**config.mk**
```make
export PLATFORM = sky130hd
export DESIGN_NAME = liveness_table_with_aging_top
export DESIGN_NICKNAME = d
export VERILOG_FILES = /design/src/rtl/lat_pkg.sv /design/src/rtl/liveness_table_with_aging_top.sv /design/src/rtl/lat_entry_ram.sv /design/src/rtl/lat_period.sv
export SDC_FILE = /design/constraint.sdc
export NUM_CORES = 1
export LEC_CHECK = 0
export BUFFER_PORTS_ARGS = -buffer_cell sky130_fd_sc_hd__buf_4
export CAP_MARGIN = 30
export CORE_ASPECT_RATIO = 0.5
export CORE_UTILIZATION = 45
export CTS_CLUSTER_SIZE = 8
export DETAILED_ROUTE_END_ITERATION = 10
export PLACE_DENSITY_LB_ADDON = 0.25
export REMOVE_ABC_BUFFERS = 1
export SLEW_MARGIN = 20
export SYNTH_ARGS = -nofsm -noshare
export SYNTH_HDL_FRONTEND = slang
export SYNTH_SLANG_ARGS = --single-unit
```
**constraint.sdc**
```tcl
create_clock -name clk -period 11.8 [get_ports clk]
set_clock_uncertainty 0.05 [all_clocks]
set_input_delay 1.77 -clock clk [delete_from_list [all_inputs] [get_ports clk]]
set_output_delay 1.77 -clock clk [all_outputs]
set_load 0.01 [all_outputs]
```
**src/rtl/lat_pkg.sv**
```systemverilog
// ----------------------------------------------------------------------------
// lat_pkg
// Shared types and constants for the liveness table with aging.
// ----------------------------------------------------------------------------
package lat_pkg;

  // Width of a life count in an entry.
  localparam int LIFE_W = 4;

  // Configuration register indexes.
  localparam logic [1:0] REG_START = 2'd0;
  localparam logic [1:0] REG_RELAX = 2'd1;
  localparam logic [1:0] REG_LIFE  = 2'd2;

  // Reset values of the configuration registers and the period.
  localparam logic [15:0]       START_RST = 16'd200;
  localparam logic [15:0]       RELAX_RST = 16'd5000;
  localparam logic [LIFE_W-1:0] LIFE_RST  = 4'd3;

  // Lowest period that the block uses, in milliseconds.
  localparam logic [15:0] PERIOD_FLOOR = 16'd100;

  // x / 5 == (x * 0xCCCD) >> 18 for every 16-bit x.
  localparam logic [15:0] DIV5_RECIP = 16'hCCCD;
  localparam int          DIV5_SHIFT = 18;

  // Input opcodes.
  localparam logic OPC_SIGHT = 1'b0;
  localparam logic OPC_TICK  = 1'b1;

  // Result kinds.
  localparam logic [1:0] KIND_ACK  = 2'd0;
  localparam logic [1:0] KIND_SUM  = 2'd1;
  localparam logic [1:0] KIND_LIST = 2'd2;

  // Request from the controller to the period unit.
  typedef struct packed {
    logic update;
    logic changed;
  } period_cmd_t;

  // One result transaction as it leaves the block.
  typedef struct packed {
    logic [1:0]  kind;
    logic [31:0] key_out;
    logic        is_new;
    logic        dropped;
    logic        changed;
    logic [4:0]  entry_count;
    logic [15:0] next_period_ms;
    logic        last;
  } result_t;

endpackage

```
**src/rtl/liveness_table_with_aging_top.sv**
```systemverilog
// ----------------------------------------------------------------------------
// liveness_table_with_aging_top
// Table of live keys with saturating life counts, aging ticks and an
// adaptive poll period.
// ----------------------------------------------------------------------------
// A transaction is taken when start is high and busy is low. A sighting
// (opcode 0) walks the live entries one per cycle through the entry memory's
// single read port and answers with one acknowledge. A tick (opcode 1) walks
// the table once to age and compact it, then, if any insertion or eviction
// happened since the previous tick, walks it again to list every live key
// (one listing per cycle) before the summary; without a change only the
// summary is given. Results appear for exactly one cycle with result_valid
// high; the receiver cannot stall them, so it must take every result as it
// comes. The last result of each input has last set, and busy drops in the
// same cycle that result is shown.
// Configuration writes are always accepted (cfg_ready is tied high) and must
// only be issued while the block is idle; a new period setting takes effect
// at the next tick. There is no clearing pass after reset: entries are kept
// packed below the live count, so unwritten memory is never read.
// ----------------------------------------------------------------------------
module liveness_table_with_aging_top #(
  parameter int TABLE_DEPTH = 16,
  parameter int KEY_BITS    = 32
) (
  input  logic                clk,
  input  logic                rst,
  // Command channel.
  input  logic                start,
  output logic                busy,
  input  logic                opcode,
  input  logic [KEY_BITS-1:0] key,
  // Result channel, one strobe per result.
  output logic                result_valid,
  output logic [1:0]          kind,
  output logic [31:0]         key_out,
  output logic                is_new,
  output logic                dropped,
  output logic                changed,
  output logic [4:0]          entry_count,
  output logic [15:0]         next_period_ms,
  output logic                last,
  // Configuration write channel.
  input  logic                cfg_valid,
  output logic                cfg_ready,
  input  logic [1:0]          cfg_index,
  input  logic [15:0]         cfg_data
);

  localparam int IDX_W  = $clog2(TABLE_DEPTH);
  localparam int CNT_W  = $clog2(TABLE_DEPTH + 1);
  localparam int LIFE_W = lat_pkg::LIFE_W;
  localparam int ENT_W  = KEY_BITS + LIFE_W;
  localparam logic [CNT_W-1:0] DEPTH_C = CNT_W'(TABLE_DEPTH);

  typedef enum logic [1:0] {
    S_IDLE,
    S_LOOK,
    S_AGE,
    S_LIST
  } state_t;

  state_t state;

  // Configuration registers.
  logic [15:0]       start_ms;
  logic [15:0]       relax_ms;
  logic [LIFE_W-1:0] life_max;
  logic [LIFE_W-1:0] ceil_life;

  // Table control.
  logic [CNT_W-1:0]    cnt;
  logic [CNT_W-1:0]    idx;
  logic [CNT_W-1:0]    wptr;
  logic                pend;
  logic [IDX_W-1:0]    pend_addr;
  logic [KEY_BITS-1:0] key_q;
  logic                insert_seen;
  logic                evict_seen;
  logic                chg_q;

  // Memory ports.
  logic                re;
  logic                we;
  logic [IDX_W-1:0]    waddr;
  logic [ENT_W-1:0]    wdata;
  logic [ENT_W-1:0]    rdata;
  logic [KEY_BITS-1:0] rd_key;
  logic [LIFE_W-1:0]   rd_life;
  logic [LIFE_W-1:0]   aged_life;
  logic                hit;
  logic                walk_done;

  lat_pkg::period_cmd_t period_cmd;
  logic [15:0]          period_ms;
  lat_pkg::result_t     res;

  assign ceil_life = (life_max == '0) ? LIFE_W'(1) : life_max;

  assign rd_key    = rdata[ENT_W-1:LIFE_W];
  assign rd_life   = rdata[LIFE_W-1:0];
  assign aged_life = (rd_life == '0) ? '0 : rd_life - LIFE_W'(1);
  assign hit       = pend && (rd_key == key_q);

  // Every walk issues one read per cycle while entries remain; the listing
  // walk only runs when the tick saw a change.
  assign re = (idx < cnt) &&
              ((state == S_LOOK) || (state == S_AGE) || (state == S_LIST && chg_q));

  // A walk ends when the last read has been consumed and no more remain.
  assign walk_done = !pend && (idx >= cnt);

  // Write port. Writes land at or below the entry being consumed, or, for an
  // insertion, past the live ones; reads run ahead, so no forwarding is needed.
  always_comb begin
    we    = 1'b0;
    waddr = pend_addr;
    wdata = {rd_key, aged_life};
    unique case (state)
      S_LOOK: begin
        if (hit) begin
          we    = (rd_life < ceil_life);
          waddr = pend_addr;
          wdata = {key_q, rd_life + LIFE_W'(1)};
        end else if (walk_done) begin
          we    = (cnt < DEPTH_C);
          waddr = cnt[IDX_W-1:0];
          wdata = {key_q, ceil_life};
        end
      end
      S_AGE: begin
        if (pend) begin
          we    = (aged_life != '0);
          waddr = wptr[IDX_W-1:0];
          wdata = {rd_key, aged_life};
        end
      end
      default: begin
      end
    endcase
  end

  assign period_cmd.update  = (state == S_AGE) && walk_done;
  assign period_cmd.changed = insert_seen || evict_seen;

  lat_entry_ram #(
    .DEPTH  (TABLE_DEPTH),
    .WIDTH  (ENT_W),
    .ADDR_W (IDX_W)
  ) u_ram (
    .clk   (clk),
    .we    (we),
    .waddr (waddr),
    .wdata (wdata),
    .re    (re),
    .raddr (idx[IDX_W-1:0]),
    .rdata (rdata)
  );

  lat_period u_period (
    .clk       (clk),
    .rst       (rst),
    .start_ms  (start_ms),
    .relax_ms  (relax_ms),
    .cmd       (period_cmd),
    .period_ms (period_ms)
  );

  // Controller: state, counters, configuration and the result register.
  always_ff @(posedge clk) begin
    if (rst) begin
      state        <= S_IDLE;
      cnt          <= '0;
      idx          <= '0;
      pend         <= 1'b0;
      insert_seen  <= 1'b0;
      evict_seen   <= 1'b0;
      chg_q        <= 1'b0;
      result_valid <= 1'b0;
      start_ms     <= lat_pkg::START_RST;
      relax_ms     <= lat_pkg::RELAX_RST;
      life_max     <= lat_pkg::LIFE_RST;
    end else begin
      result_valid <= 1'b0;
      pend         <= re;
      pend_addr    <= idx[IDX_W-1:0];
      if (re) begin
        idx <= idx + CNT_W'(1);
      end

      if (cfg_valid) begin
        unique case (cfg_index)
          lat_pkg::REG_START: start_ms <= cfg_data;
          lat_pkg::REG_RELAX: relax_ms <= cfg_data;
          lat_pkg::REG_LIFE:  life_max <= cfg_data[LIFE_W-1:0];
          default: begin
          end
        endcase
      end

      unique case (state)
        S_IDLE: begin
          if (start) begin
            key_q <= key;
            idx   <= '0;
            wptr  <= '0;
            state <= (opcode == lat_pkg::OPC_TICK) ? S_AGE : S_LOOK;
          end
        end

        S_LOOK: begin
          if (hit) begin
            result_valid <= 1'b1;
            res          <= '{lat_pkg::KIND_ACK, 32'(key_q), 1'b0, 1'b0, 1'b0,
                              5'(cnt), period_ms, 1'b1};
            state        <= S_IDLE;
          end else if (walk_done) begin
            result_valid <= 1'b1;
            if (cnt < DEPTH_C) begin
              cnt         <= cnt + CNT_W'(1);
              insert_seen <= 1'b1;
              res         <= '{lat_pkg::KIND_ACK, 32'(key_q), 1'b1, 1'b0, 1'b0,
                               5'(cnt + CNT_W'(1)), period_ms, 1'b1};
            end else begin
              res         <= '{lat_pkg::KIND_ACK, 32'(key_q), 1'b0, 1'b1, 1'b0,
                               5'(cnt), period_ms, 1'b1};
            end
            state <= S_IDLE;
          end
        end

        S_AGE: begin
          if (pend) begin
            if (aged_life != '0) begin
              wptr <= wptr + CNT_W'(1);
            end else begin
              evict_seen <= 1'b1;
            end
          end else if (walk_done) begin
            // The period unit updates at this same edge.
            cnt         <= wptr;
            chg_q       <= insert_seen || evict_seen;
            insert_seen <= 1'b0;
            evict_seen  <= 1'b0;
            idx         <= '0;
            state       <= S_LIST;
          end
        end

        S_LIST: begin
          if (pend) begin
            result_valid <= 1'b1;
            res          <= '{lat_pkg::KIND_LIST, 32'(rd_key), 1'b0, 1'b0, 1'b1,
                              5'(cnt), period_ms, 1'b0};
          end else if (!chg_q || idx >= cnt) begin
            result_valid <= 1'b1;
            res          <= '{lat_pkg::KIND_SUM, 32'd0, 1'b0, 1'b0, chg_q,
                              5'(cnt), period_ms, 1'b1};
            state        <= S_IDLE;
          end
        end

        default: begin
          state <= S_IDLE;
        end
      endcase
    end
  end

  assign busy      = (state != S_IDLE);
  assign cfg_ready = 1'b1;

  assign kind           = res.kind;
  assign key_out        = res.key_out;
  assign is_new         = res.is_new;
  assign dropped        = res.dropped;
  assign changed        = res.changed;
  assign entry_count    = res.entry_count;
  assign next_period_ms = res.next_period_ms;
  assign last           = res.last;

`ifndef ASSERT_OFF
  // Compaction never writes ahead of the entry being consumed.
  a_compact_order: assert property (@(posedge clk) disable iff (rst)
    (state == S_AGE && pend) |-> (wptr <= CNT_W'(pend_addr)))
    else $error("compaction write pointer passed the read position");

  // The live count never exceeds the table size.
  a_count_bound: assert property (@(posedge clk) disable iff (rst)
    cnt <= DEPTH_C)
    else $error("live count exceeds table depth");

  // Finishing an input always shows its final result in that cycle.
  a_done_last: assert property (@(posedge clk) disable iff (rst)
    $fell(busy) |-> (result_valid && last))
    else $error("input finished without a final result");

  // An acknowledge is the only result of a sighting.
  a_ack_last: assert property (@(posedge clk) disable iff (rst)
    (result_valid && kind == lat_pkg::KIND_ACK) |-> last)
    else $error("acknowledge not marked last");

  // A sighting cannot both insert and drop.
  a_new_drop: assert property (@(posedge clk) disable iff (rst)
    result_valid |-> !(is_new && dropped))
    else $error("result marked both new and dropped");
`endif

endmodule

```
**src/rtl/lat_entry_ram.sv**
```systemverilog
// ----------------------------------------------------------------------------
// lat_entry_ram
// Entry memory: one write port, one read port with registered read data.
// ----------------------------------------------------------------------------
module lat_entry_ram #(
  parameter int DEPTH  = 16,
  parameter int WIDTH  = 36,
  parameter int ADDR_W = 4
) (
  input  logic              clk,
  input  logic              we,
  input  logic [ADDR_W-1:0] waddr,
  input  logic [WIDTH-1:0]  wdata,
  input  logic              re,
  input  logic [ADDR_W-1:0] raddr,
  output logic [WIDTH-1:0]  rdata
);

  logic [WIDTH-1:0] mem [DEPTH];

  always_ff @(posedge clk) begin
    if (we) begin
      mem[waddr] <= wdata;
    end
    if (re) begin
      rdata <= mem[raddr];
    end
  end

endmodule

```
**src/rtl/lat_period.sv**
```systemverilog
// ----------------------------------------------------------------------------
// lat_period
// Poll period unit: derives the effective limits and relax step from the
// configuration and updates the current period once per tick.
// ----------------------------------------------------------------------------
module lat_period (
  input  logic                clk,
  input  logic                rst,
  input  logic [15:0]         start_ms,
  input  logic [15:0]         relax_ms,
  input  lat_pkg::period_cmd_t cmd,
  output logic [15:0]         period_ms
);

  logic [15:0] s_clamp;
  logic [15:0] r_clamp;
  logic [15:0] lo_eff;
  logic [15:0] hi_eff;
  logic [13:0] quarter;
  logic [29:0] prod;
  logic [11:0] step;
  logic [16:0] relaxed;

  // Floor, order and quarter of the span, straight from the configuration
  // registers.
  always_comb begin
    s_clamp = (start_ms < lat_pkg::PERIOD_FLOOR) ? lat_pkg::PERIOD_FLOOR : start_ms;
    r_clamp = (relax_ms < lat_pkg::PERIOD_FLOOR) ? lat_pkg::PERIOD_FLOOR : relax_ms;
    if (s_clamp > r_clamp) begin
      lo_eff  = r_clamp;
      hi_eff  = s_clamp;
      quarter = 14'((s_clamp - r_clamp) >> 2);
    end else begin
      lo_eff  = s_clamp;
      hi_eff  = r_clamp;
      quarter = 14'((r_clamp - s_clamp) >> 2);
    end
  end

  // span / 20 as (span / 4) / 5 by reciprocal multiply. The step is
  // registered once; the user must change the configuration only while idle
  // (the block itself does not enforce this), and a tick accepted after a
  // write reaches its update when the new step is already in place.
  assign prod = 30'(quarter) * 30'(lat_pkg::DIV5_RECIP);

  always_ff @(posedge clk) begin
    step <= 12'(prod >> lat_pkg::DIV5_SHIFT);
  end

  assign relaxed = 17'(period_ms) + 17'(step);

  always_ff @(posedge clk) begin
    if (rst) begin
      period_ms <= lat_pkg::START_RST;
    end else if (cmd.update) begin
      if (cmd.changed) begin
        period_ms <= lo_eff;
      end else if (relaxed > 17'(hi_eff)) begin
        period_ms <= hi_eff;
      end else begin
        period_ms <= relaxed[15:0];
      end
    end
  end

endmodule

```
==> results of run 1 <==
-- worst paths after layout --
kind | startpoint | endpoint | slack, ns
max | start_ms[9] | u_period.step[10] | 1.79
min | relax_ms[1] | relax_ms[1] | 0.42
max reg2reg | start_ms[9] | u_period.step[10] | 1.79
min reg2reg | relax_ms[1] | relax_ms[1] | 0.42
-- Yosys cell counts, drive strengths merged, types with 15 or more instances --
library cell / n / area [um2]
nand2: 186 / 698.2
dfxtp: 81 / 1622
mux4: 180 / 4054
clkbuf: 89 / 334.1
xnor2: 40 / 365.4
buf: 23 / 98.84
a21o: 24 / 187.7
mux2i: 20 / 216.5
nor2: 100 / 375.4
nand2b: 16 / 100.1
a21oi: 96 / 488.0
inv: 191 / 716.9
xor2: 59 / 516.8
nor3: 28 / 140.1
and3: 15 / 93.84
o21ai: 127 / 635.6
fa: 53 / 1061
nand3: 25 / 125.1
ha: 174 / 2177
edfxtp: 712 / 21380
-- routing by layer --
layer / vias up / part of all wire, % / wire length, um
met5: - / 0 / 0
met4: 0 / 2.1 / 1896
met3: 132 / 5.8 / 5176
met2: 703 / 50 / 45210
met1: 10820 / 42 / 37670
li1: 9523 / - / -
-- area by class of cell --
type	instances	area share, %
multi-input combinational	1324	30.23
clock buffer	146	6.863
inverter	192	1.700
timing repair buffer	189	3.424
tap	1087	3.208
sequential	793	54.29
clock inverter	6	0.2775
-- worst max-delay path: cells and delay by family (launching register included) --
kind,cells,cell delay [ns]
compound gates,10,2.56
xor+xnor,1,0.13
fa+ha+maj,8,3.45
buf+inv,5,0.26
flops,1,0.35
mux,1,0.19
simple gates,11,2.87
-- power by group --
part | leakage [nW] | internal [mW] | switching [mW] | total, mW
logic | 6.58 | 2.68 | 3.77 | 6.45
registers | 7.10 | 3.76 | 0.165 | 3.92
clock network | 1.46 | 1.69 | 1.13 | 2.82
-- sequential cells by signal (all words and copies together) (netlist names), 2 cells and up --
| name | count |
|---|---|
| u_ram.mem | 576 |
| u_ram.rdata | 36 |
| key_out | 32 |
| key_q | 32 |
| next_period_ms | 16 |
| relax_ms | 16 |
| start_ms | 16 |
| u_period.period_ms | 16 |
| u_period.step | 12 |
| cnt | 5 |
| entry_count | 5 |
| idx | 5 |
| wptr | 5 |
| life_max | 4 |
| pend_addr | 4 |
| kind | 2 |
| state | 2 |
-- logic make-up after synthesis --
kind of cell | synth area share (%)
flip-flops | 62.51
AND/OR/NAND/NOR | 5.535
AO/OA/AOI/OAI | 5.981
buffers and inverters | 3.135
adder cells (fa/ha/maj) | 8.799
multiplexers | 11.64
XOR/XNOR | 2.397
other | 0.01019
-- metrics by stage --
| stage | area, um2 | setup TNS [ns] | power (mW) | util, % |
|---|---|---|---|---|
| 6_report | 42390 | 0 | 13.19 | 52.86 |
| 2_1_floorplan | 36370 | -33.27 | 8.614 | - |
| 3_5_place_dp | 39310 | 0 | 10.42 | 49.02 |
| 5_1_grt | 42390 | 0 | 14.22 | 52.86 |
| 4_1_cts | 42340 | 0 | 13.30 | 52.80 |
| 3_3_place_gp | 39290 | 0 | 10.35 | 48.99 |
==> results.py, run 1 <==
metrics = {
    "synth": {
        "post_synth.cell_area_avg_um2": 15.20,
        "synth-seq-cells": 793,
        "netlist_instances": 2421,
        "ys.flop_type": "edfxtp_1",
        "yosysWarningCount": 0,
        "ys_seq_area_share_pct": 62.51,
        "syn-cell-area_um2": 36800,
        "synth_enable_flop_cells": 712,
        "ys_types": 81,
        "async_reset_ff_share_pct": 0,
    },
    "power_and_ir_drop": {
        "power.density_nw_per_um2": 311.1,
        "ir_worst_vdd_mv": 0.4714,
        "p_leak_nw": 15.15,
    },
    "placed_design": {
        "place_congestion": 0.9111,
        "dpl_worst_slack_ns": 1.817,
        "io_buffers": 115,
        "dp_hpwl_um": 53010,
        "placed_cells": 3581,
    },
    "final_layout": {
        "n_antenna_cell": 0,
        "fin_nets": 2891,
        "regArea_um2": 23010,
        "final_cell_mix": "712 x edfxtp_1, 191 x inv_1, 186 x nand2_1, 184 x buf_4, 180 x mux4_2",
        "area_growth_pct": 15.19,
        "fillers": 6544,
        "multi_input_comb_area_um2": 12820,
        "drive_above_1_share_pct": 20.38,
        "mostFrequentLayoutCell": "edfxtp_1",
        "fin_cells": 3737,
    },
    "timing": {
        "fin_ws_ns": 1.791,
        "finalMaxSlewViolations": 0,
        "maxSlewHeadroom_pct": 23.68,
        "setup_viol": 0,
        "worst_pin_slew_ns": 1.145,
        "fin_crit_ns": 10.01,
        "hold_viol_final": 0,
        "hold_ws_ns": 0.4153,
        "fin_crit_sh_pct": 84.82,
        "max_freq_ghz": 0.09991,
        "rsz0062_at_grt": "false",
    },
    "drt": {
        "drtPass1Iterations": 5,
        "vias": 21180,
        "drc": 0,
        "avgViaCountPerCell": 5.668,
        "dr.first_iter.drc_count": 1877,
        "wl_per_cell_um": 24.07,
        "wl_um": 89960,
        "ant_nets": 0,
    },
    "worst_setup_path": {
        "end_kind": "flip-flop",
        "worst_setup_path_start_kind": "flip-flop",
        "crit_path_top_delay_cell": "a21o_4",
        "cp.required_ns": 12.28,
        "cp.arrival_ns": 10.48,
        "worstSetupPathType": "flip-flop to flip-flop",
        "cp_max_fo": 58,
        "r2r_cells": 36,
        "slowest_delay_ns": 0.56,
    },
    "cts": {
        "clk_path_buf_depth": 3,
        "cts_root_buf": "clkbuf_16",
        "clkLatencyLatePin_ns": 0.67,
        "cts_setup_buffers": 0,
        "path_clk_slew_ns": 0.06,
        "htreeDepth": 3,
        "cts_tree": "done",
        "cts_resized": 0,
        "cts_hold_buffers": 0,
        "clkSinkCount": 793,
        "cts_buffers": 109,
    },
    "floorplanning": {
        "start_util_pct": 45.89,
        "rows": 73,
        "core_um2": 80190,
        "fp.dieH_um": 204.2,
        "ios": 117,
        "die_w_um": 406.4,
        "dieArea_um2": 82990,
    },
    "outcome": {
        "outcome": "finished, final reports clean",
    },
    "grt": {
        "grt_pass1_vias": 21620,
        "grt_max_degree": 69,
        "met1_usage_pct": 29.21,
        "top_usage_layer": "met2",
        "grt_first_pass_wirelength_um": 134600,
        "grt_usage_pct": 21.97,
        "use_met3_pct": 3.380,
        "grt_overflow": 0,
        "antenna_found_initial": 0,
        "use_met2_pct": 37.62,
    },
    "worst_hold_path": {
        "hold_class": "flip-flop to flip-flop",
        "whs_path_depth": 2,
    },
    "run": {
        "drv_cap": 0,
    },
}
No activity file was read; power rests on OpenSTA's default activity.
==> run 2: changes to the inputs <==
- ABC_AREA: unset -> 1
- clock period: 11.8 -> 8.95 ns (I/O delays scaled with it)
==> run 2 against run 1 <==
  * Global-route usage up 2.3 points
  * Setup slack worse by 0.88 ns
  * Sequential cell count unchanged
  * Critical endpoint is now u_period.step[9]
  * Highest routed layer unchanged
==> results.py, run 2 <==
metrics = {
    "worst_setup_path": {
        "slowest_delay_ns": 0.57,
        "cp_max_fo": 59,
        "worst_setup_path_start_kind": "flip-flop",
        "crit_path_top_delay_cell": "fa_1",
        "cp.arrival_ns": 8.51,
        "worstSetupPathType": "flip-flop to flip-flop",
        "cp.required_ns": 9.43,
        "end_kind": "flip-flop",
        "path_common_cell": "inv_1",
    },
    "timing": {
        "finalMaxSlewViolations": 0,
        "hold_viol_final": 0,
        "worst_pin_slew_ns": 1.367,
        "hold_ws_ns": 0.4252,
        "fin_crit_sh_pct": 89.80,
        "fin_crit_ns": 8.037,
        "max_freq_ghz": 0.1244,
        "maxSlewHeadroom_pct": 8.865,
        "setup_tns_ns": 0,
        "setup_viol": 0,
        "rsz0062_at_grt": "false",
    },
    "final_layout": {
        "fin_nets": 4004,
        "drive_above_1_share_pct": 10.24,
        "regArea_um2": 23010,
        "largestRegisters": "u_ram.mem (576), u_ram.rdata (36)",
        "regMostFlops": "u_ram.mem",
        "postLayoutCoreUtil_pct": 52.28,
        "mostFrequentLayoutCell": "edfxtp_1",
        "final_cell_mix": "712 x edfxtp_1, 506 x nand2_1, 468 x nor2_1, 334 x inv_1, 303 x o21ai_0",
        "n_antenna_cell": 0,
        "fillers": 7398,
        "area_growth_pct": 13.99,
        "largest_register_ff_count": 576,
        "multi_input_comb_area_um2": 13940,
    },
    "drt": {
        "wl_per_cell_um": 21.76,
        "vias": 27510,
        "dr.first_iter.drc_count": 2690,
        "drc": 0,
        "avgViaCountPerCell": 5.595,
        "drtPass1Iterations": 5,
        "wl_um": 107000,
        "ant_nets": 0,
    },
    "cts": {
        "cts_buffers": 109,
        "cts_root_buf": "clkbuf_16",
        "cts_resized": 0,
        "cts_tree": "done",
        "path_clk_slew_ns": 0.06,
        "htreeDepth": 3,
        "clkSinkCount": 793,
        "clk_path_buf_depth": 3,
        "cts_setup_buffers": 0,
        "cts_hold_buffers": 0,
        "clkLatencyLatePin_ns": 0.70,
    },
    "grt": {
        "antenna_found_initial": 0,
        "grt_usage_pct": 24.28,
        "use_met2_pct": 40.60,
        "top_usage_layer": "met2",
        "grt_max_degree": 249,
        "met1_usage_pct": 32.78,
        "grt_pass1_vias": 26550,
        "use_met3_pct": 3.269,
        "grt_overflow": 0,
        "grt_first_pass_wirelength_um": 161000,
    },
    "floorplanning": {
        "fp.dieH_um": 209.7,
        "core_um2": 84640,
        "dieArea_um2": 87520,
        "die_w_um": 417.4,
        "ios": 117,
        "start_util_pct": 45.86,
        "rows": 75,
    },
    "worst_hold_path": {
        "hold_class": "flip-flop to flip-flop",
    },
    "placed_design": {
        "dp_hpwl_um": 65550,
        "io_buffers": 115,
        "place_congestion": 0.9332,
    },
    "synth": {
        "netlist_instances": 3593,
        "async_reset_ff_share_pct": 0,
        "yosysTopAreaCell": "edfxtp_1",
        "syn-cell-area_um2": 38820,
        "synth-seq-cells": 793,
        "synth.most_common_cell": "edfxtp_1",
        "synth_common_cells": "712 x edfxtp_1, 506 x nand2_1, 474 x nor2_1, 335 x inv_1, 305 x o21ai_0",
        "post_synth.cell_area_avg_um2": 10.80,
        "synthTopCellsByArea": "edfxtp_1 55%, ha_1 5.6%, nand2_1 4.9%",
        "synth_enable_flop_cells": 712,
        "ys_types": 60,
        "ys_seq_area_share_pct": 59.25,
        "yosysWarningCount": 0,
        "synth_top_area_share_pct": 55.07,
        "ys.flop_type": "edfxtp_1",
    },
    "outcome": {
        "outcome": "finished, final reports clean",
    },
    "run": {
        "drv_cap": 0,
    },
}
==> run 2: changes by cell type after synthesis, moves of 42 or more <==
| cell | previous run | this run |
|---|---|---|
| clkbuf_1 | 89 | 143 |
| inv_1 | 191 | 335 |
| mux2i_1 | 18 | 60 |
| mux4_2 | 180 | 0 |
| nand2_1 | 186 | 506 |
| nand3_1 | 25 | 129 |
| nor2_1 | 100 | 474 |
| o21ai_0 | 124 | 305 |
| o221ai_1 | 3 | 57 |
| o32ai_1 | 0 | 87 |
==> run 2: logic make-up (layout without fill, tap and decap cells) <==
logic type	Yosys count	count (layout)	share of synthesized area, %
AO/OA/AOI/OAI	707	707	11.21
XOR/XNOR	69	69	1.624
adder cells (fa/ha/maj)	227	227	8.341
buffers and inverters	522	690	5.192
flip-flops	793	793	59.25
multiplexers	60	60	1.547
other	1	1	0.009660
AND/OR/NAND/NOR	1214	1214	12.82
==> run 2: final timing paths <==
kind	startpoint	to	slack [ns]	cells after the start
max	start_ms[11]	u_period.step[9]	0.91	39
min	evict_seen	evict_seen	0.43	2
max reg2reg	start_ms[11]	u_period.step[9]	0.91	39
min reg2reg	evict_seen	evict_seen	0.43	2
==> run 2: metrics by stage <==
step	worst slack [ns]	std cells	area, um2
2_1_floorplan	-5.601	3419	38110
3_3_place_gp	1.141	4758	41120
3_5_place_dp	1.029	4760	41140
4_1_cts	0.9813	4910	44180
5_1_grt	0.2750	4916	44250
6_report	0.9130	4916	44250
==> run 2: per-layer routing <==
layer  vias up  share of wire (%)  wire [um]
met2       926                 48      51580
met5         -                  0          0
met3       205                6.0       6370
met4         0                2.9       3074
met1     13470                 43      45950
li1      12900                  -          -
==> run 2: critical path: cells and delay by family, from the launching register on <==
family          cells  cell delay (ns)
compound gates      3             0.72
xor+xnor            1             0.14
fa+ha+maj           8             3.30
buf+inv             8             1.09
flops               1             0.33
simple gates       19             2.27
==> run 2: area by class of cell <==
class | count | area share (%)
sequential | 793 | 52.00
multi-input combinational | 2278 | 31.51
clock buffer | 142 | 6.444
timing repair buffer | 192 | 3.396
tap | 1155 | 3.266
inverter | 348 | 2.963
clock inverter | 8 | 0.4269
Power of run 2 is left out: the tool's default activity adds up to more than one toggle a clock period on the data nets, which glitch-free logic cannot reach.
